$ cat src/design/pixel_replicating_upscaler_core_defines.svh
// Assertion macros shared by the upscaler modules.
// Each checker samples on the rising clock edge and is switched off while reset is low.
`ifndef PIXEL_REPLICATING_UPSCALER_CORE_DEFINES_SVH
`define PIXEL_REPLICATING_UPSCALER_CORE_DEFINES_SVH

`ifndef SYNTH

// A property that must hold at every clock edge.
`define PRUPSC_ASSERT(lbl, clk, rst_n, prop, msg) \
	lbl: assert property (@(posedge clk) disable iff (!rst_n) (prop)) else $error(msg);

// An antecedent that implies a consequent in the same cycle.
`define PRUPSC_ASSERT_IMPL(lbl, clk, rst_n, ante, cons, msg) \
	lbl: assert property (@(posedge clk) disable iff (!rst_n) (ante) |-> (cons)) else $error(msg);

// An antecedent that implies a consequent in the following cycle.
`define PRUPSC_ASSERT_NEXT(lbl, clk, rst_n, ante, cons, msg) \
	lbl: assert property (@(posedge clk) disable iff (!rst_n) (ante) |=> (cons)) else $error(msg);

`else

`define PRUPSC_ASSERT(lbl, clk, rst_n, prop, msg)
`define PRUPSC_ASSERT_IMPL(lbl, clk, rst_n, ante, cons, msg)
`define PRUPSC_ASSERT_NEXT(lbl, clk, rst_n, ante, cons, msg)

`endif

`endif

$ cat src/design/prupsc_pkg.sv
package prupsc_pkg;

	// Field and register widths fixed by the interface.
	localparam int COLOUR_W    = 8;
	localparam int SCALE_W     = 7;
	localparam int ROW_WIDTH_W = 12;
	localparam int CFG_DATA_W  = 12;
	localparam int CFG_INDEX_W = 1;
	localparam int PAD_W       = 2;

	// Operation codes of an input item.
	localparam logic OP_PIXEL  = 1'b0;
	localparam logic OP_REPLAY = 1'b1;

	// Configuration register indexes.
	localparam logic [CFG_INDEX_W-1:0] REG_SCALE     = 1'b0;
	localparam logic [CFG_INDEX_W-1:0] REG_ROW_WIDTH = 1'b1;

	// One 24-bit pixel as held in the line buffer.
	typedef struct packed {
		logic [COLOUR_W-1:0] red;
		logic [COLOUR_W-1:0] green;
		logic [COLOUR_W-1:0] blue;
	} pixel_t;

	localparam int PIXEL_W = $bits(pixel_t);

	// Row-end marking that travels with an item to the output stage.
	typedef struct packed {
		logic             row_end;
		logic [PAD_W-1:0] pad;
	} row_tag_t;

endpackage

$ cat src/design/prupsc_emit.sv
`include "pixel_replicating_upscaler_core_defines.svh"

module prupsc_emit #(
	parameter int PW = 6
) (
	input  logic                              clk,
	input  logic                              arst_n,
	input  logic                              valid_s1,
	input  logic                              op_s1,
	input  prupsc_pkg::pixel_t                pix_s1,
	input  prupsc_pkg::pixel_t                rd_data,
	input  prupsc_pkg::row_tag_t              tag_s1,
	input  logic [PW-1:0]                     sm1_s1,
	output logic                              take,
	output logic                              out_valid,
	input  logic                              out_stall,
	output logic [prupsc_pkg::COLOUR_W-1:0]   out_blue,
	output logic [prupsc_pkg::COLOUR_W-1:0]   out_green,
	output logic [prupsc_pkg::COLOUR_W-1:0]   out_red,
	output logic                              row_end,
	output logic [prupsc_pkg::PAD_W-1:0]      pad_bytes,
	output logic                              last
);
	import prupsc_pkg::*;

	logic          out_valid_q;
	logic [PW-1:0] cnt_q;
	pixel_t        pix_q;
	row_tag_t      tag_q;
	logic [PW-1:0] sm1_q;

	logic          fire;
	logic          fin;
	logic          done;

	// A copy leaves on each unstalled cycle; the item is finished after its last copy.
	assign fire = out_valid_q && !out_stall;
	assign fin  = (cnt_q == sm1_q);
	assign done = fire && fin;
	assign take = valid_s1 && (!out_valid_q || done);

	// Output valid flag and copy counter.
	always_ff @(posedge clk or negedge arst_n) begin
		if (!arst_n) begin
			out_valid_q <= 1'b0;
			cnt_q       <= '0;
		end else if (take) begin
			out_valid_q <= 1'b1;
			cnt_q       <= '0;
		end else if (done) begin
			out_valid_q <= 1'b0;
		end else if (fire) begin
			cnt_q <= PW'(cnt_q + PW'(1));
		end
	end

	// Output payload: a replay takes its pixel from the row store read data.
	always_ff @(posedge clk) begin
		if (take) begin
			pix_q <= (op_s1 == OP_REPLAY) ? rd_data : pix_s1;
			tag_q <= tag_s1;
			sm1_q <= sm1_s1;
		end
	end

	assign out_valid = out_valid_q;
	assign out_blue  = pix_q.blue;
	assign out_green = pix_q.green;
	assign out_red   = pix_q.red;
	assign last      = fin;
	assign row_end   = fin && tag_q.row_end;
	assign pad_bytes = (fin && tag_q.row_end) ? tag_q.pad : '0;

	`PRUPSC_ASSERT_IMPL(a_cnt_range, clk, arst_n, out_valid_q, cnt_q <= sm1_q, "copy counter ran past the scale")
	`PRUPSC_ASSERT_IMPL(a_row_end_last, clk, arst_n, out_valid_q && row_end, last, "row end marked on a copy that is not the last")
	`PRUPSC_ASSERT_IMPL(a_pad_only_at_end, clk, arst_n, out_valid_q, (pad_bytes == '0) || row_end, "padding reported away from a row end")

endmodule
$ cat config.mk
export PLATFORM = sky130hd
export DESIGN_NAME = prupsc_emit
export DESIGN_NICKNAME = d
export VERILOG_FILES = /design/src/design/prupsc_pkg.sv /design/src/design/prupsc_emit.sv
export VERILOG_INCLUDE_DIRS = /design/src /design/src/design
export SDC_FILE = /design/constraint.sdc
export NUM_CORES = 1
export LEC_CHECK = 0
export ABC_AREA = 1
export ABC_CLOCK_PERIOD_IN_PS = 2700
export BUFFER_PORTS_ARGS = -buffer_cell sky130_fd_sc_hd__buf_2
export CORE_MARGIN = 5
export CORE_UTILIZATION = 49
export CTS_CLUSTER_SIZE = 20
export DETAILED_ROUTE_END_ITERATION = 8
export GPL_ROUTABILITY_DRIVEN = 1
export GPL_TIMING_DRIVEN = 0
export HOLD_SLACK_MARGIN = 0.08
export PLACE_DENSITY = 0.84
export SYNTH_ARGS = -nofsm -noshare
export SYNTH_HDL_FRONTEND = slang
export SYNTH_SLANG_ARGS = --single-unit
export TNS_END_PERCENT = 1
$ cat constraint.sdc
create_clock -name clk -period 2.7 [get_ports clk]
set_input_delay 0.81 -clock clk [delete_from_list [all_inputs] [get_ports clk]]
set_output_delay 0.81 -clock clk [all_outputs]
set_load 0.02 [all_outputs]
==> results of run 1 <==
[cells in the final DEF, fill, tap and decap left out, drive strengths merged]
cell	instances
clkinv	4
nor3	2
edfxtp	33
o21ai	1
nand3	4
clkbuf	6
buf	104
inv	23
mux2	24
nand2	37
nor2	13
dfrtp	7
xor2	2
o2111ai	1
ha	1
nand4	2
mux2i	1
[worst max-delay path, stage by stage (launching register included)]
cell and delay [ps]:
dfrtp_1 400, inv_1 70, nand2_1 60, nand2_1 60, nor2_2 130, nand2_2 80, nor2_4 130, nand2_2 80
nand2_4 70, nand2_4 110, clkinv_8 100, buf_4 140
[state kept, by name (all words and copies together), names as in the netlist]
name,flops
out_blue,8
out_green,8
out_red,8
cnt_q,6
sm1_q,6
tag_q,3
out_valid,1
[worst max-delay path by stage]
| stage | endpoint | start | slack, ps |
|---|---|---|---|
| final | take | cnt_q[0] | 170 |
| after global routing | take | cnt_q[0] | 9 |
| after CTS | take | cnt_q[0] | 50 |
| after detailed placement | take | out_stall | -210 |
| after global placement | take | out_stall | -160 |
| after floorplan | take | out_stall | 370 |
[stage by stage]
step                std cells   util
finish                    313  0.699
global route              313  0.699
CTS                       301  0.674
detailed placement        293  0.648
global placement          293  0.648
floorplan                 155      -
[cells by family (layout without fill, tap and decap cells)]
logic type,Yosys count,in the layout,share of synthesized area
xor+xnor,2,2,0.00923
compound gates,2,2,0.00725
fa+ha+maj,1,1,0.00659
buf+inv,27,137,0.0554
flops,40,40,0.614
simple gates,58,58,0.160
mux,25,25,0.148
[synthesized netlist by cell type]
cell type | instances | share of area
nand3_2 | 1 | 0.0053
nor2_4 | 4 | 0.024
clkinv_2 | 1 | 0.0026
nand2_2 | 8 | 0.026
ha_1 | 1 | 0.0066
nor3_1 | 2 | 0.0053
o2111ai_1 | 1 | 0.0046
buf_2 | 2 | 0.0053
nand2_1 | 27 | 0.053
mux2i_1 | 1 | 0.0053
o21ai_1 | 1 | 0.0026
clkbuf_1 | 1 | 0.0020
nand2_4 | 2 | 0.012
inv_1 | 18 | 0.036
xor2_1 | 2 | 0.0092
inv_2 | 5 | 0.0099
nand3_1 | 3 | 0.0079
nand4_1 | 2 | 0.0066
dfrtp_1 | 7 | 0.092
nor2_2 | 1 | 0.0033
nor2_1 | 8 | 0.016
mux2_2 | 24 | 0.14
edfxtp_1 | 33 | 0.52
[cell type report]
type | count | area (um2)
Fill cell | 297 | 1120
Clock inverter | 2 | 7.51
Multi-Input combinational cell | 88 | 627
Timing Repair Buffer | 102 | 543
Clock buffer | 5 | 68.8
Tap cell | 48 | 60.1
Sequential cell | 40 | 1170
Buffer | 3 | 13.8
Inverter | 24 | 103
Timing Repair inverter | 1 | 8.76
[layer usage]
| metal | part of all wire | up-vias | global-route usage |
|---|---|---|---|
| met5 | 0 | - | 0 |
| met4 | 0.0083 | 0 | 0.0689 |
| met1 | 0.36 | 675 | 0.176 |
| met2 | 0.52 | 59 | 0.293 |
| li1 | - | 735 | - |
| met3 | 0.10 | 2 | 0.0789 |
[power by group through the flow]
| stage | sequential [uW] | combinational, uW | clock, uW |
|---|---|---|---|
| final | 798 | 460 | 354 |
| after global routing | 810 | 518 | 401 |
| after CTS | 800 | 428 | 366 |
| after detailed placement | 814 | 422 | 0 |
| after global placement | 808 | 404 | 0 |
| after floorplan | 816 | 296 | 0 |
[timing repair]
action,in CTS,in global routing
cloned,1,0
pin swaps,0,0
setup endpoints to repair,1,1
endpoints found under the hold margin,0,0
resized for setup,2,2
setup buffers,0,12
==> run summary, run 1 <==
NetSw -> 494 uW
max-cap viol count -> 0
row count -> 22
final slew viol count -> 0
Register-to-Register Path Depth -> 11
pin count of the biggest net entering global routing -> 19
Die H -> 72.2 um
Iter 0 DRT Violations -> 61
post-route design area -> 2600 um2
Area Overhead vs Synth -> 36.9%
PD cells -> 620 nW/um2
root buf cell -> clkbuf_8
post-route ant nets -> 0
crit path launch type -> flip-flop
die width -> 72.2 um
CP required -> 1890 ps
RSZ-0062 raised after global routing -> no
Post-CTS Hold Buffers -> 0
minimum clock period -> 2530 ps
RR Startpoint -> cnt_q[0]
Clock Power Share -> 0.219
first-pass GRT wire length -> 6.60 mm
Routed WL -> 4.24 mm
reg2reg end -> sm1_q[3]
drt via density -> 4.70
Mapped Area -> 1900 um2
Comb power frac -> 0.286
kind of critical path -> flip-flop to output port
VDD IR-drop max -> 0.000326 V
Switching Fraction -> 0.307
CTS tree -> done
clock latency on the worst-skew pair -> 280 ps
fmax -> 0.396 GHz
syn avg cell area -> 12.2 um2
R2R Setup Slk -> 980 ps
Layout Skew -> 2.37 ps
Clock transition at path regs -> 70 ps
total number of vias -> 1471
nets -> 328
Avg WL per Cell -> 13.5 um
Final HPWL DP -> 3.20 mm
Final Hold Slack -> 357 ps
sequential area share after synthesis -> 0.614
Clock Sink Count -> 40
initial core utilization -> 0.511
Leak -> 0.00127 uW
Synth Instances -> 155
setup TNS -> 0 ps
final setup violation count -> 0
layout cells sized above 1 -> 0.592
Crit Path Max Fanout -> 12
IO Count -> 92
Overall Power -> 1610 uW
yosys warns -> 0
vias in the first global route -> 1480
status -> complete, no violations
Residual DRC -> 0
total CTS buffers -> 5
Ant. Diodes -> 0
IO buf count -> 90
syn_nets -> 218
Placer Congestion -> 0.810
die area -> 5220 um2
critical path endpoint category -> output port
Final Hold Vio Count -> 0
Overflow after GRT -> 0
Area after DPL -> 2410 um2
initial antenna violation count -> 0
Core Footprint -> 3720 um2
period utilization -> 0.935
Slew headroom -> 0.809
worst slack, placed -> -206 ps
unique cell type count in the Yosys netlist -> 23
fin worst setup slack -> 174 ps
sequential power share -> 0.495
Critical Path AT -> 1720 ps
CTS H-tree lvls -> 2
DRT Pass-1 Iters -> 6
Hold WC Path Type -> input pin to async pin
All-Layer GR Usage -> 0.169
Worst Max-Slew Pin Slew -> 285 ps
synthesis-stage register bit count -> 40
Max Buffers Root-to-Sink -> 2
Pint -> 1120 uW
Power figures use the tool's default switching activity.
==> inputs of run 2 (changes only) <==
Settings changed: PLACE_DENSITY 0.84 to 0.88.
==> run 2 against run 1 <==
Compared with the run above: global-route usage shrank 0.36 points; via count down 0.68%; largest power group unchanged; power rose by 2.6%; register-to-register slack about the same; flip-flop and latch count is the same; routed wire length rose by 0.87%; final cell count increased by 0.32%; non-clock buffer count unchanged; critical path depth did not move; largest cell class unchanged; first-iteration DRC count down 26%; worst hold slack about the same.
==> run summary, run 2 (same netlist as run 1, synthesis figures left out) <==
CP required -> 1890 ps (about the same)
pin count of the biggest net entering global routing -> 19 (unchanged)
Layout Skew -> 4.17 ps (was 2.37 ps)
Max Buffers Root-to-Sink -> 2 (unchanged)
Die H -> 72.2 um (unchanged)
post-route ant nets -> 0 (unchanged)
DRT Pass-1 Iters -> 4 (was 6)
total number of vias -> 1461 (was 1471)
drt via density -> 4.65 (was 4.70)
post-route design area -> 2610 um2 (was 2600 um2)
IO Count -> 92 (unchanged)
Crit Path Max Fanout -> 13 (was 12)
Placer Congestion -> 0.790 (was 0.810)
Area Overhead vs Synth -> 37.7% (was 36.9%)
total CTS buffers -> 5 (unchanged)
kind of critical path -> flip-flop to output port (unchanged)
final slew viol count -> 0 (unchanged)
Clock Power Share -> 0.243 (was 0.219)
worst slack, placed -> -174 ps (was -206 ps)
VDD IR-drop max -> 0.000355 V (was 0.000326 V)
nets -> 328 (unchanged)
final setup violation count -> 0 (unchanged)
Register-to-Register Path Depth -> 11 (unchanged)
period utilization -> 0.948 (was 0.935)
Residual DRC -> 0 (unchanged)
Leak -> 0.00128 uW (was 0.00127 uW)
CTS tree -> done (unchanged)
IO buf count -> 90 (unchanged)
Pint -> 1150 uW (was 1120 uW)
crit path launch type -> flip-flop (unchanged)
GR Util met1 -> 0.173 (was 0.176)
Hold WC Path Type -> input pin to async pin (unchanged)
critical path endpoint category -> output port (unchanged)
layout cells sized above 1 -> 0.590 (was 0.592)
sequential power share -> 0.480 (was 0.495)
row count -> 22 (unchanged)
root buf cell -> clkbuf_8 (unchanged)
minimum clock period -> 2560 ps (was 2530 ps)
CTS H-tree lvls -> 2 (unchanged)
grt peak-use layer -> met2 (unchanged)
leading cell type in the layout, fill and taps excluded -> buf_2 (unchanged)
reg2reg end -> out_red[6] (was sm1_q[3])
first-pass GRT wire length -> 6.53 mm (was 6.60 mm)
Clock Sink Count -> 40 (unchanged)
Routed WL -> 4.28 mm (was 4.24 mm)
buffers plus inverters on the worst setup path -> 3 (unchanged)
R2R Setup Slk -> 980 ps (about the same)
Overall Power -> 1650 uW (was 1610 uW)
initial antenna violation count -> 0 (unchanged)
delay-heaviest family, CP -> simple AND/OR/NAND/NOR gates (unchanged)
most frequent cells in the layout -> 92 x buf_2, 33 x edfxtp_1, 27 x nand2_1, 24 x mux2_2, 18 x inv_1 (was 91 x buf_2, 33 x edfxtp_1, 27 x nand2_1, 24 x mux2_2, 18 x inv_1)
met3 usage -> 0.0803 (was 0.0789)
setup TNS -> 0 ps (unchanged)
Critical Path, Cell by Cell -> inv_2, nand2_1, nand2_1, nor2_4, nand2_2, nor2_4, nand2_2, nand2_4, nand2_4, clkinv_8, buf_2 (was inv_1, nand2_1, nand2_1, nor2_2, nand2_2, nor2_4, nand2_2, nand2_4, nand2_4, clkinv_8, buf_4)
NetSw -> 505 uW (was 494 uW)
Final Hold Slack -> 357 ps (about the same)
CP max-delay cell -> dfrtp_1 (unchanged)
fin worst setup slack -> 140 ps (was 174 ps)
RR Startpoint -> cnt_q[1] (was cnt_q[0])
vias in the first global route -> 1477 (was 1480)
die width -> 72.2 um (unchanged)
fmax -> 0.391 GHz (was 0.396 GHz)
RSZ-0062 raised after global routing -> no (unchanged)
Iter 0 DRT Violations -> 45 (was 61)
Final Hold Vio Count -> 0 (unchanged)
initial core utilization -> 0.511 (unchanged)
Critical Path AT -> 1750 ps (was 1720 ps)
Overflow after GRT -> 0 (unchanged)
Clock transition at path regs -> 70 ps (about the same)
clock latency on the worst-skew pair -> 280 ps (about the same)
Final HPWL DP -> 3.27 mm (was 3.20 mm)
Max stage delay on crit path -> 410 ps (was 400 ps)
PD cells -> 633 nW/um2 (was 620 nW/um2)
status -> complete, no violations (unchanged)
Ant. Diodes -> 0 (unchanged)
Slew headroom -> 0.804 (was 0.809)
Avg WL per Cell -> 13.6 um (was 13.5 um)
Switching Fraction -> 0.305 (was 0.307)
Comb power frac -> 0.277 (was 0.286)
die area -> 5220 um2 (unchanged)
Worst Max-Slew Pin Slew -> 292 ps (was 285 ps)
met2 Track Usage GR -> 0.289 (was 0.293)
max-cap viol count -> 0 (unchanged)
Area after DPL -> 2410 um2 (unchanged)
Core Footprint -> 3720 um2 (unchanged)
All-Layer GR Usage -> 0.166 (was 0.169)
run 2: changes by cell type in the layout (fill, tap and decap cells not counted), sizes merged:
cell and delta:
clkbuf +3, clkinv -2
run 2: per-layer routing:
metal  share of wire  routed length (um)  up-vias
li1                -                   -      734
met1            0.34                1470      664
met2            0.53                2270       61
met3            0.12                 516        2
met4          0.0058                  25        0
met5               0                   0        -
run 2: stage by stage:
step / std cells / utilization
floorplan: 155 / -
global placement: 293 / 0.648
detailed placement: 293 / 0.648
CTS: 302 / 0.678
global route: 314 / 0.703
finish: 314 / 0.703
run 2: repair_timing:
action,4_1_cts,5_1_grt
gates cloned,1,0
resized for setup,2,1
endpoints found under the setup margin,1,1
hold buffers,0,0
buffers inserted,0,12
run 2: power groups by stage:
stage               registers [uW]  logic (uW)  clock network [uW]
finish                         794         458                 401
global route                   801         518                 437
CTS                            799         426                 411
detailed placement             813         421                   0
global placement               807         403                   0
floorplan                      816         296                   0
run 2: worst max path at each step:
stage,depth (start not counted),from,end,slack [ps]
final,11,cnt_q[1],take,140
after global routing,11,cnt_q[1],take,20
after CTS,11,cnt_q[1],take,60
after detailed placement,7,out_stall,take,-170
after global placement,7,out_stall,take,-150
after floorplan,5,out_stall,take,370
run 2: final cells by class:
class | instances | area (um2)
repair inverters | 1 | 8.76
flip-flops and latches | 40 | 1170
fillers | 278 | 1100
well taps | 48 | 60.1
clock buffers | 8 | 90.1
multi-input cells | 88 | 632
inverters | 24 | 103
repair buffers | 102 | 541
plain buffers | 3 | 13.8
