`src/design/pixel_replicating_upscaler_core_defines.svh`:
```
// Assertion macros shared by the upscaler modules.
// Each checker samples on the rising clock edge and is switched off while reset is low.
`ifndef PIXEL_REPLICATING_UPSCALER_CORE_DEFINES_SVH
`define PIXEL_REPLICATING_UPSCALER_CORE_DEFINES_SVH

`ifndef SYNTH

// A property that must hold at every clock edge.
`define PRUPSC_ASSERT(lbl, clk, rst_n, prop, msg) \
	lbl: assert property (@(posedge clk) disable iff (!rst_n) (prop)) else $error(msg);

// An antecedent that implies a consequent in the same cycle.
`define PRUPSC_ASSERT_IMPL(lbl, clk, rst_n, ante, cons, msg) \
	lbl: assert property (@(posedge clk) disable iff (!rst_n) (ante) |-> (cons)) else $error(msg);

// An antecedent that implies a consequent in the following cycle.
`define PRUPSC_ASSERT_NEXT(lbl, clk, rst_n, ante, cons, msg) \
	lbl: assert property (@(posedge clk) disable iff (!rst_n) (ante) |=> (cons)) else $error(msg);

`else

`define PRUPSC_ASSERT(lbl, clk, rst_n, prop, msg)
`define PRUPSC_ASSERT_IMPL(lbl, clk, rst_n, ante, cons, msg)
`define PRUPSC_ASSERT_NEXT(lbl, clk, rst_n, ante, cons, msg)

`endif

`endif

```
`src/design/prupsc_pkg.sv`:
```
package prupsc_pkg;

	// Field and register widths fixed by the interface.
	localparam int COLOUR_W    = 8;
	localparam int SCALE_W     = 7;
	localparam int ROW_WIDTH_W = 12;
	localparam int CFG_DATA_W  = 12;
	localparam int CFG_INDEX_W = 1;
	localparam int PAD_W       = 2;

	// Operation codes of an input item.
	localparam logic OP_PIXEL  = 1'b0;
	localparam logic OP_REPLAY = 1'b1;

	// Configuration register indexes.
	localparam logic [CFG_INDEX_W-1:0] REG_SCALE     = 1'b0;
	localparam logic [CFG_INDEX_W-1:0] REG_ROW_WIDTH = 1'b1;

	// One 24-bit pixel as held in the line buffer.
	typedef struct packed {
		logic [COLOUR_W-1:0] red;
		logic [COLOUR_W-1:0] green;
		logic [COLOUR_W-1:0] blue;
	} pixel_t;

	localparam int PIXEL_W = $bits(pixel_t);

	// Row-end marking that travels with an item to the output stage.
	typedef struct packed {
		logic             row_end;
		logic [PAD_W-1:0] pad;
	} row_tag_t;

endpackage

```
`src/design/prupsc_front.sv`:
```
`include "pixel_replicating_upscaler_core_defines.svh"

module prupsc_front #(
	parameter int MAX_WIDTH = 2048,
	parameter int MAX_SCALE = 64,
	parameter int CW        = 11,
	parameter int PW        = 6
) (
	input  logic                                   clk,
	input  logic                                   arst_n,
	input  logic                                   cfg_we,
	input  logic [prupsc_pkg::CFG_INDEX_W-1:0]     cfg_index,
	input  logic [prupsc_pkg::CFG_DATA_W-1:0]      cfg_data,
	input  logic                                   in_valid,
	output logic                                   in_stall,
	input  logic                                   op,
	input  prupsc_pkg::pixel_t                     pixel,
	input  logic                                   take,
	output logic                                   valid_s1,
	output logic                                   op_s1,
	output prupsc_pkg::pixel_t                     pix_s1,
	output prupsc_pkg::row_tag_t                   tag_s1,
	output logic [PW-1:0]                          sm1_s1,
	output logic                                   mem_we,
	output logic                                   mem_re,
	output logic [CW-1:0]                          mem_addr,
	output prupsc_pkg::pixel_t                     mem_wdata
);
	import prupsc_pkg::*;

	localparam int XW = (CW + 1 > ROW_WIDTH_W) ? CW + 1 : ROW_WIDTH_W;

	logic [SCALE_W-1:0]     scale_q;
	logic [ROW_WIDTH_W-1:0] row_width_q;
	logic [CW-1:0]          column_q;
	logic [PW-1:0]          passes_q;

	logic                   valid_s1_q;
	logic                   op_s1_q;
	pixel_t                 pix_s1_q;
	row_tag_t               tag_s1_q;
	logic [PW-1:0]          sm1_s1_q;

	logic [XW-1:0]          rw_x;
	logic [XW-1:0]          eff_w;
	logic [SCALE_W-1:0]     eff_s;
	logic [PW-1:0]          sm1;
	logic                   end_row;
	logic [3:0]             ws;
	logic [3:0]             ws3;
	logic [PAD_W-1:0]       pad;
	logic                   accept;
	logic                   run;

	// Clamp the registers to their working ranges.
	always_comb begin
		rw_x = XW'(row_width_q);
		if (rw_x == '0) begin
			eff_w = XW'(1);
		end else if (rw_x > XW'(MAX_WIDTH)) begin
			eff_w = XW'(MAX_WIDTH);
		end else begin
			eff_w = rw_x;
		end
		if (scale_q == '0) begin
			eff_s = SCALE_W'(1);
		end else if (scale_q > SCALE_W'(MAX_SCALE)) begin
			eff_s = SCALE_W'(MAX_SCALE);
		end else begin
			eff_s = scale_q;
		end
		sm1 = PW'(eff_s - SCALE_W'(1));
	end

	// Row end and padding: only the low two bits of width and scale matter modulo 4.
	always_comb begin
		end_row = (XW'(column_q) + XW'(1)) >= eff_w;
		ws      = 4'(eff_w[1:0]) * 4'(eff_s[1:0]);
		ws3     = 4'(ws * 4'd3);
		pad     = PAD_W'(2'd0 - ws3[1:0]);
	end

	// An item is taken whenever stage one is free or moves on; out-of-turn items vanish.
	assign in_stall = valid_s1_q && !take;
	assign accept   = in_valid && !in_stall;
	assign run      = accept && ((op == OP_PIXEL) ? (passes_q == '0) : (passes_q != '0));

	// The row store is written on a source pixel and read on a replay step.
	// A replay always comes after the write of its entry.
	assign mem_we    = run && (op == OP_PIXEL);
	assign mem_re    = run && (op == OP_REPLAY);
	assign mem_addr  = column_q;
	assign mem_wdata = pixel;

	// Configuration registers.
	always_ff @(posedge clk or negedge arst_n) begin
		if (!arst_n) begin
			scale_q     <= SCALE_W'(1);
			row_width_q <= ROW_WIDTH_W'(1);
		end else if (cfg_we) begin
			case (cfg_index)
				REG_SCALE:     scale_q     <= cfg_data[SCALE_W-1:0];
				REG_ROW_WIDTH: row_width_q <= cfg_data[ROW_WIDTH_W-1:0];
				default: ;
			endcase
		end
	end

	// Row position and replay pass count.
	always_ff @(posedge clk or negedge arst_n) begin
		if (!arst_n) begin
			column_q <= '0;
			passes_q <= '0;
		end else if (run) begin
			if (end_row) begin
				column_q <= '0;
				passes_q <= (op == OP_PIXEL) ? sm1 : PW'(passes_q - PW'(1));
			end else begin
				column_q <= CW'(column_q + CW'(1));
			end
		end
	end

	// Stage one valid flag.
	always_ff @(posedge clk or negedge arst_n) begin
		if (!arst_n) begin
			valid_s1_q <= 1'b0;
		end else if (run) begin
			valid_s1_q <= 1'b1;
		end else if (take) begin
			valid_s1_q <= 1'b0;
		end
	end

	// Stage one payload, held while the output stage is busy.
	always_ff @(posedge clk) begin
		if (run) begin
			op_s1_q          <= op;
			pix_s1_q         <= pixel;
			tag_s1_q.row_end <= end_row;
			tag_s1_q.pad     <= pad;
			sm1_s1_q         <= sm1;
		end
	end

	assign valid_s1 = valid_s1_q;
	assign op_s1    = op_s1_q;
	assign pix_s1   = pix_s1_q;
	assign tag_s1   = tag_s1_q;
	assign sm1_s1   = sm1_s1_q;

	`PRUPSC_ASSERT_NEXT(a_s1_hold, clk, arst_n, valid_s1_q && !take, valid_s1_q && $stable(pix_s1_q), "stage one item lost or changed while waiting")
	`PRUPSC_ASSERT_NEXT(a_write_loads_s1, clk, arst_n, mem_we, valid_s1_q && (op_s1_q == OP_PIXEL), "row store written without a source item in stage one")
	`PRUPSC_ASSERT_IMPL(a_no_write_in_replay, clk, arst_n, passes_q != '0, !mem_we, "row store overwritten while replay passes are owed")

endmodule

```
`config.mk`:
```
export PLATFORM = sky130hd
export DESIGN_NAME = prupsc_front
export DESIGN_NICKNAME = d
export VERILOG_FILES = /design/src/design/prupsc_pkg.sv /design/src/design/prupsc_front.sv
export VERILOG_INCLUDE_DIRS = /design/src /design/src/design
export SDC_FILE = /design/constraint.sdc
export NUM_CORES = 1
export LEC_CHECK = 0
export ABC_AREA = 1
export BUFFER_PORTS_ARGS = -buffer_cell sky130_fd_sc_hd__clkbuf_2
export CAP_MARGIN = 15
export CORE_ASPECT_RATIO = 2
export CORE_UTILIZATION = 40
export DETAILED_ROUTE_END_ITERATION = 8
export PLACE_DENSITY = 0.77
export SYNTH_ARGS = -nofsm -noshare
export SYNTH_HDL_FRONTEND = slang
export SYNTH_SLANG_ARGS = --single-unit
export TNS_END_PERCENT = 10
```
`constraint.sdc`:
```
create_clock -name clk -period 5.7 [get_ports clk]
set_input_delay 1.14 -clock clk [delete_from_list [all_inputs] [get_ports clk]]
set_output_delay 1.14 -clock clk [all_outputs]
set_load 0.02 [all_outputs]
```
==> run_results.csv, run 1 <==
group,metric,value,unit
synthesis,avgSynthCellArea,10.1,sq um
clocking,root_buffer,"clkbuf_16",
die,die_w,69.7,um
detailed_routing,wirelength,7590,um
finish,diodes,0,
die,start_util,0.409,
timing,fmax,0.279,GHz
worst_setup_path,start_kind,"input pin",
detailed_routing,dr.pass1.iters,6,
clocking,path_clk_slew,0.05,ns
worst_setup_path,crit_path_end_kind,"output port",
grt,antenna_found_initial,0,
clocking,htreeDepth,3,
die,pin_count,116,
timing,slew_viol_final,0,
worst_setup_path,path_max_fanout,50,
timing,tightest_slew,0.976,ns
worst_setup_path,r2r-start,"mem_addr[0]",
clocking,cts_sinks,71,
place,io_buffer_count,115,
clocking,worstSkewPairLatency,0.33,ns
clocking,cts_setup_buffers,0,
timing,fin_tns_setup,0,ns
worst_hold_path,holdCritStartpoint,"row_width_q[0]",
synthesis,synth_cells,362,
die,die_area,0.00957,sq mm
worst_setup_path,crit_type,"input pin to output port",
pwr,p_per_area,422,mW/mm^2
grt,grt.overflow.total,0,
detailed_routing,viasPerCell,4.85,
finish,finish.instance_area,0.00442,sq mm
timing,rsz0062_at_grt,"false",
worst_setup_path,arrival,2.44,ns
clocking,cts_hold_buffers,0,
clocking,cts-resized-gates,0,
detailed_routing,ant_nets,0,
die,core-area,0.00895,sq mm
worst_setup_path,worst_r2r_path_depth,15,
clocking,cts_buffer_depth,2,
timing,min_period_over_period,0.628,
synthesis,synth_cell_types,39,
die,chipHeight,137,um
finish,layout-drive-gt1-share,0.349,
finish,multi_input_area,0.00135,sq mm
die,rows,49,
place,routabilityCongestion,0.837,
finish,nFillCells,834,
synthesis,yosysSeqAreaShare,0.532,
finish,area_growth,20.7,%
worst_setup_path,crit_start,"op",
worst_setup_path,worst_ep_required_time,4.56,ns
synthesis,synth_seq_cells,71,
clocking,cts_tree,"done",
clocking,cts_made_buffers,9,
timing,relSlewSlack,0.349,
timing,fin_crit,3.58,ns
finish,fin_nets,518,
run_status,status,"completed",
place,placed_cells,550,
place,dp_hpwl,5870,um
pwr,p_leak,2.16,nW
grt,grt_pass1_vias,2649,
detailed_routing,wl_per_cell,13.4,um
synthesis,netlist_area,0.00366,sq mm
worst_hold_path,hold_depth,2,
synthesis,synth_fp_nets,421,
timing,skew,0.00678,ns
grt,track_usage,0.162,
timing,finalHoldViolCount,0,
flow_run,max_cap_viol_count,0,
pwr,vdd_drop_max,0.168,mV
detailed_routing,vias,2747,
finish,utilization,0.494,
grt,grt_max_degree,51,
grt,grt_pass1_wl,12100,um
worst_hold_path,min_path_type,"flip-flop to flip-flop",
timing,setup_viol_count_final,0,
place,postPlaceCellArea,0.00415,sq mm
detailed_routing,drc,0,
synthesis,yosys_warnings,0,
detailed_routing,drt_iter0_drc,187,
finish,stdcell_count,566,
finish,seqCellArea,0.00195,sq mm
state kept, by name (all words and copies together), names as in the netlist, 3 cells and up:
name and count:
mem_addr 11, passes_q 6, pix_s1 24, row_width_q 12
scale_q 7, sm1_s1 6, tag_s1 3
per-stage QoR:
step	power, mW	setup slack [ns]	hold slack (ns)
after floorplan	1.20	2.47	0.475
after global placement	1.35	2.16	0.493
after detailed placement	1.37	2.10	0.499
after CTS	1.89	2.09	0.508
after global routing	1.99	1.99	0.525
final	1.86	2.12	0.505
where the power goes:
group	internal, mW	switching [mW]
Clock	0.318	0.188
Sequential	0.652	0.0791
Combinational	0.225	0.403
Total	1.19	0.670
critical path, cell delays in order:
cell,delay (ns)
clkbuf_2,0.15
inv_2,0.13
a21oi_4,0.19
o21ai_4,0.13
inv_6,0.36
nand2_1,0.10
inv_1,0.08
clkbuf_2,0.16
kinds of logic (layout without fill, tap and decap cells):
logic type | Yosys count | in the layout | synth area share
and+or+nand+nor | 146 | 146 | 0.182
buffers and inverters | 65 | 167 | 0.0990
DFF | 71 | 71 | 0.532
xor gates and xnor gates | 13 | 13 | 0.0311
adders and majority gates | 16 | 16 | 0.0546
AOI/OAI and AO/OA | 47 | 47 | 0.0891
muxes | 4 | 4 | 0.0123
cell usage in the layout, fill, tap and decap left out, types with 3 or more instances in the layout:
cell type and n:
dfrtp_1 35, o21ai_2 5, clkbuf_2 115, nor2_2 3
inv_1 32, a21oi_1 7, ha_1 16, nand3_1 12
xor2_1 10, edfxtp_1 34, o22ai_2 5, nand2_1 90
nor2_1 24, mux2_2 4, clkbuf_1 4, clkbuf_16 9
o21ai_0 23, xnor2_1 3, nand4_1 3
cell usage after synthesis, drive strengths merged:
library cell  count  area share
xor2             10       0.024
mux2              4       0.012
nand3            15       0.027
o21ai            29       0.048
dfstp             2       0.014
nand4             4       0.011
or2               1      0.0017
o22ai             5       0.017
nor3              1      0.0014
ha               16       0.055
a21boi            1      0.0020
o31ai             1      0.0020
a21oi             8       0.014
nand2            94        0.10
nor2             29       0.036
o21bai            2      0.0041
and2              1      0.0017
buf              26       0.056
clkbuf            3      0.0031
nor4              1      0.0017
inv              36       0.040
edfxtp           34        0.28
xnor2             3      0.0072
dfrtp            35        0.24
o21a              1      0.0020
worst paths after layout:
kind / to / slack, ns
hold reg to reg: row_width_q[0] / 0.51
max in group asynchronous: mem_addr[3] / 4.12
setup / recovery: mem_re / 2.12
min in group asynchronous: valid_s1 / 0.96
setup reg to reg: mem_addr[0] / 2.78
hold / removal: row_width_q[0] / 0.51
area by class of cell:
class	count	share of cell area
sequential	71	0.441
clock inverter	1	0.00113
inverter	36	0.0328
tap	102	0.0289
multi-input combinational	226	0.306
clock buffer	15	0.0606
timing repair buffer	115	0.130
layer usage:
metal  up-vias  GRT usage  share of wire
met5         -          0              0
met1      1267      0.161           0.36
met3        18     0.0322          0.041
met4         0     0.0978          0.032
met2        89      0.307           0.57
li1       1373          -              -
(Power assumes the default switching activity.)
==> run 2: changes to the inputs <==
==> constraint.sdc (replaced) <==
create_clock -name clk -period 3.3 [get_ports clk]
set_input_delay 0.66 -clock clk [delete_from_list [all_inputs] [get_ports clk]]
set_output_delay 0.66 -clock clk [all_outputs]
set_load 0.02 [all_outputs]
==> run_results.csv, run 2 (same netlist as run 1, synthesis figures left out) <==
group,metric,value,unit
place,dp_hpwl,5880,um
timing,min_period_over_period,0.857,
worst_setup_path,start_kind,"flip-flop",
place,placed_cells,551,
detailed_routing,drc,0,
flow_run,max_cap_viol_count,0,
clocking,cts_tree,"done",
clocking,cts_hold_buffers,0,
die,rows,49,
timing,finalHoldViolCount,0,
grt,grt_pass1_vias,2704,
worst_setup_path,crit_type,"flip-flop to flip-flop",
place,io_buffer_count,115,
place,dp_slack,0.476,ns
clocking,cts_setup_buffers,0,
die,die_area,0.00957,sq mm
grt,grt_max_degree,50,
worst_setup_path,crit_path_end_kind,"flip-flop",
grt,grt_pass1_wl,11900,um
timing,fin_tns_setup,0,ns
timing,slew_viol_final,0,
detailed_routing,ant_nets,0,
finish,diodes,0,
timing,tightest_slew,0.945,ns
worst_setup_path,worst_ep_required_time,3.55,ns
finish,nFillCells,814,
grt,antenna_found_initial,0,
clocking,cts_buffer_depth,2,
pwr,p_per_area,728,mW/mm^2
timing,fin_crit,2.83,ns
die,die_w,69.7,um
run_status,status,"completed",
timing,relSlewSlack,0.370,
worst_setup_path,arrival,3.08,ns
die,chipHeight,137,um
detailed_routing,drt_iter0_drc,157,
detailed_routing,wirelength,7400,um
place,routabilityCongestion,0.799,
die,pin_count,116,
timing,setup_viol_count_final,0,
worst_setup_path,path_max_fanout,9,
detailed_routing,vias,2788,
finish,layout-drive-gt1-share,0.351,
pwr,vdd_drop_max,0.297,mV
detailed_routing,dr.pass1.iters,4,
timing,fmax,0.354,GHz
clocking,worstSkewPairLatency,0.33,ns
clocking,cts_sinks,71,
finish,area_growth,20.9,%
grt,track_usage,0.159,
finish,most-common-layout-cells,"clkbuf_2 (115), nand2_1 (90), dfrtp_1 (35), edfxtp_1 (34), inv_1 (32)",
grt,grt.overflow.total,0,
die,core-area,0.00895,sq mm
clocking,cts-resized-gates,0,
die,start_util,0.409,
clocking,cts_made_buffers,9,
worst_hold_path,min_path_type,"input pin to async pin",
worst_setup_path,r2r_slack,0.47,ns
timing,rsz0062_at_grt,"false",
clocking,path_clk_slew,0.05,ns
detailed_routing,viasPerCell,4.92,
clocking,root_buffer,"clkbuf_16",
detailed_routing,wl_per_cell,13.0,um
finish,largest_reg_flops,24,
clocking,htreeDepth,3,
pwr,p_leak,2.17,nW
finish,utilization,0.495,
timing,skew,0.00797,ns
finish,fin_nets,519,
timing,setup_ws,0.472,ns
finish,mostFrequentLayoutCell,"clkbuf_2",
finish,stdcell_count,567,
[run 2: cell types whose count changed in the layout (fill, tap and decap cells not counted), sizes merged]
cell and delta:
buf +1
[run 2: final cells by class]
type | count | area (sq um) | share of cell area
inverters | 36 | 145 | 0.0328
multi-input cells | 226 | 1350 | 0.305
well taps | 102 | 128 | 0.0288
clock buffers | 15 | 268 | 0.0605
repair buffers | 116 | 583 | 0.132
clock inverters | 1 | 5.00 | 0.00113
flip-flops and latches | 71 | 1950 | 0.440
[run 2: metal layers]
layer,wire (um),track usage,part of all wire,up-vias
met2,4320,0.324,0.58,79
met5,0,0,0,-
met1,2620,0.151,0.35,1317
li1,-,-,-,1378
met3,280,0.0219,0.038,14
met4,172,0.0778,0.023,0
[run 2: worst paths after layout]
path | from | to | depth (start not counted)
worst min-delay path | arst_n | valid_s1 | 1
min in group clk | row_width_q[0] | row_width_q[0] | 2
worst max register to register | mem_addr[0] | mem_addr[0] | 15
worst max-delay path | mem_addr[0] | mem_addr[0] | 15
worst min register to register | row_width_q[0] | row_width_q[0] | 2
max in group asynchronous | arst_n | mem_addr[9] | 1
[run 2: worst max-delay path, stage by stage (launching register included)]
cell     delay [ns]
dfrtp_1        0.43
ha_1           0.22
nand3_1        0.12
nor2_1         0.16
nand4_1        0.14
nor2_1         0.14
xor2_1         0.22
ha_1           0.27
nand2_1        0.08
nor2_1         0.06
and2_1         0.15
nand2_1        0.10
nand4_4        0.20
nor2_2         0.29
nand2_1        0.11
o21ai_2        0.06
[run 2: metrics by stage]
stage / power (mW) / hold WS (ns) / cell area [sq um]
floorplan: 2.07 / 0.364 / 3660
global placement: 2.33 / 0.489 / 4160
detailed placement: 2.38 / 0.498 / 4160
CTS: 3.27 / 0.492 / 4430
global route: 3.43 / 0.518 / 4430
finish: 3.23 / 0.465 / 4430
[run 2: report_power, final]
part           internal [mW]  total [mW]  switching, mW
sequential              1.13        1.26          0.136
clock                  0.549       0.871          0.323
combinational          0.394        1.09          0.699
total                   2.07        3.23           1.16
==> run 3: changes to the inputs <==
--- a/config.mk
+++ b/config.mk
@@ -10,9 +10,9 @@
 export BUFFER_PORTS_ARGS = -buffer_cell sky130_fd_sc_hd__clkbuf_2
 export CAP_MARGIN = 15
 export CORE_ASPECT_RATIO = 2
-export CORE_UTILIZATION = 40
+export CORE_UTILIZATION = 30
 export DETAILED_ROUTE_END_ITERATION = 8
-export PLACE_DENSITY = 0.77
+export PLACE_DENSITY = 0.64
 export SYNTH_ARGS = -nofsm -noshare
 export SYNTH_HDL_FRONTEND = slang
 export SYNTH_SLANG_ARGS = --single-unit
==> run_results.csv, run 3 (same netlist as run 1, synthesis figures left out) <==
group,metric,value,unit
run_status,status,"completed",
worst_setup_path,path_cells,"ha_1, nand3_1, nor2_1, nand4_1, nor2_1, xor2_1, ha_1, nand2_1, nor2_1, and2_1, nand2_1, nand4_4, nor2_2, nand2_1, o21ai_2",
clocking,htreeDepth,3,
timing,relSlewSlack,0.376,
clocking,root_buffer,"clkbuf_16",
worst_setup_path,crit_buf_inv,0,
flow_run,max_cap_viol_count,0,
grt,grt.overflow.total,0,
clocking,cts_made_buffers,9,
place,dp_hpwl,5920,um
worst_setup_path,arrival,3.02,ns
timing,skew,0.00617,ns
timing,fin_tns_setup,0,ns
die,core-area,0.0118,sq mm
grt,grt_max_degree,38,
finish,most-common-layout-cells,"clkbuf_2 (115), nand2_1 (90), dfrtp_1 (35), edfxtp_1 (34), inv_1 (32)",
pwr,p_leak,2.18,nW
finish,layout-drive-gt1-share,0.359,
timing,fin_crit,2.75,ns
finish,largest_reg_flops,24,
worst_hold_path,min_path_type,"input pin to async pin",
timing,finalHoldViolCount,0,
clocking,cts-resized-gates,0,
pwr,p_per_area,733,mW/mm^2
die,die_area,0.0127,sq mm
finish,area_growth,23.3,%
timing,fmax,0.363,GHz
timing,setup_ws,0.548,ns
clocking,cts_setup_buffers,0,
die,die_w,80.1,um
die,start_util,0.309,
detailed_routing,drt_iter0_drc,117,
detailed_routing,wl_per_cell,12.3,um
worst_setup_path,crit_type,"flip-flop to flip-flop",
clocking,cts_hold_buffers,0,
die,rows,56,
worst_setup_path,crit_path_end_kind,"flip-flop",
grt,grt_pass1_wl,11800,um
pwr,vdd_drop_max,0.348,mV
detailed_routing,viasPerCell,4.53,
clocking,path_clk_slew,0.06,ns
grt,track_usage,0.125,
finish,fin_nets,519,
timing,slew_viol_final,0,
place,io_buffer_count,115,
clocking,cts_buffer_depth,2,
timing,min_period_over_period,0.834,
detailed_routing,vias,2764,
worst_setup_path,path_max_fanout,9,
place,dp_slack,0.524,ns
die,pin_count,116,
worst_setup_path,start_kind,"flip-flop",
finish,mostFrequentLayoutCell,"clkbuf_2",
clocking,cts_tree,"done",
worst_setup_path,crit_family,"simple AND/OR/NAND/NOR gates",
timing,rsz0062_at_grt,"false",
grt,antenna_found_initial,0,
die,chipHeight,158,um
detailed_routing,ant_nets,0,
grt,grt_pass1_vias,2651,
worst_setup_path,worst_ep_required_time,3.56,ns
place,routabilityCongestion,0.815,
clocking,worstSkewPairLatency,0.33,ns
clocking,cts_sinks,71,
worst_setup_path,slowest_delay,0.42,ns
timing,tightest_slew,0.936,ns
detailed_routing,drc,0,
detailed_routing,dr.pass1.iters,4,
timing,setup_viol_count_final,0,
finish,diodes,0,
detailed_routing,wirelength,7500,um
worst_setup_path,cp_slowest_cell,"dfrtp_1",
[run 3: final cells by class]
| class | instances | area [sq um] |
|---|---|---|
| flip-flops and latches | 71 | 1950 |
| clock inverters | 6 | 67.6 |
| clock buffers | 10 | 239 |
| inverters | 36 | 145 |
| repair buffers | 116 | 583 |
| fillers | 1200 | 7320 |
| multi-input cells | 226 | 1350 |
| well taps | 145 | 181 |
[run 3: worst paths after layout]
path,to,startpoint,slack [ns],cells after the start
min in group clk,row_width_q[0],row_width_q[0],0.50,2
hold reg to reg,row_width_q[0],row_width_q[0],0.50,2
hold / removal,mem_addr[10],arst_n,0.46,1
max in group asynchronous,valid_s1,arst_n,2.26,1
setup reg to reg,mem_addr[9],mem_addr[0],0.55,15
setup / recovery,mem_addr[9],mem_addr[0],0.55,15
[run 3: metal layers]
layer | up-vias | routed length (um) | global-route usage
li1 | 1378 | - | -
met1 | 1277 | 2840 | 0.122
met2 | 93 | 4100 | 0.235
met3 | 16 | 335 | 0.0218
met4 | 0 | 219 | 0.0765
met5 | - | 0 | 0
[run 3: worst reg2reg max path, stage by stage, from the launching register on]
cell and delay (ns):
dfrtp_1 0.42, ha_1 0.20, nand3_1 0.13, nor2_1 0.17
nand4_1 0.14, nor2_1 0.14, xor2_1 0.21, ha_1 0.26
nand2_1 0.08, nor2_1 0.07, and2_1 0.15, nand2_1 0.10
nand4_4 0.20, nor2_2 0.26, nand2_1 0.11, o21ai_2 0.06
[run 3: report_power, final]
group / total, mW / internal (mW) / switching [mW]
combinational: 1.07 / 0.391 / 0.682
sequential: 1.26 / 1.12 / 0.135
clock: 0.978 / 0.609 / 0.369
total: 3.31 / 2.12 / 1.19
[run 3: metrics by stage]
step,util,hold slack (ns),area (sq um),power (mW),cells
4_1_cts,0.381,0.497,4520,3.37,610
6_report,0.381,0.462,4520,3.31,610
5_1_grt,0.381,0.503,4520,3.54,610
3_5_place_dp,0.356,0.499,4210,2.37,594
3_3_place_gp,0.356,0.493,4210,2.34,594
2_1_floorplan,-,0.364,3660,2.07,362
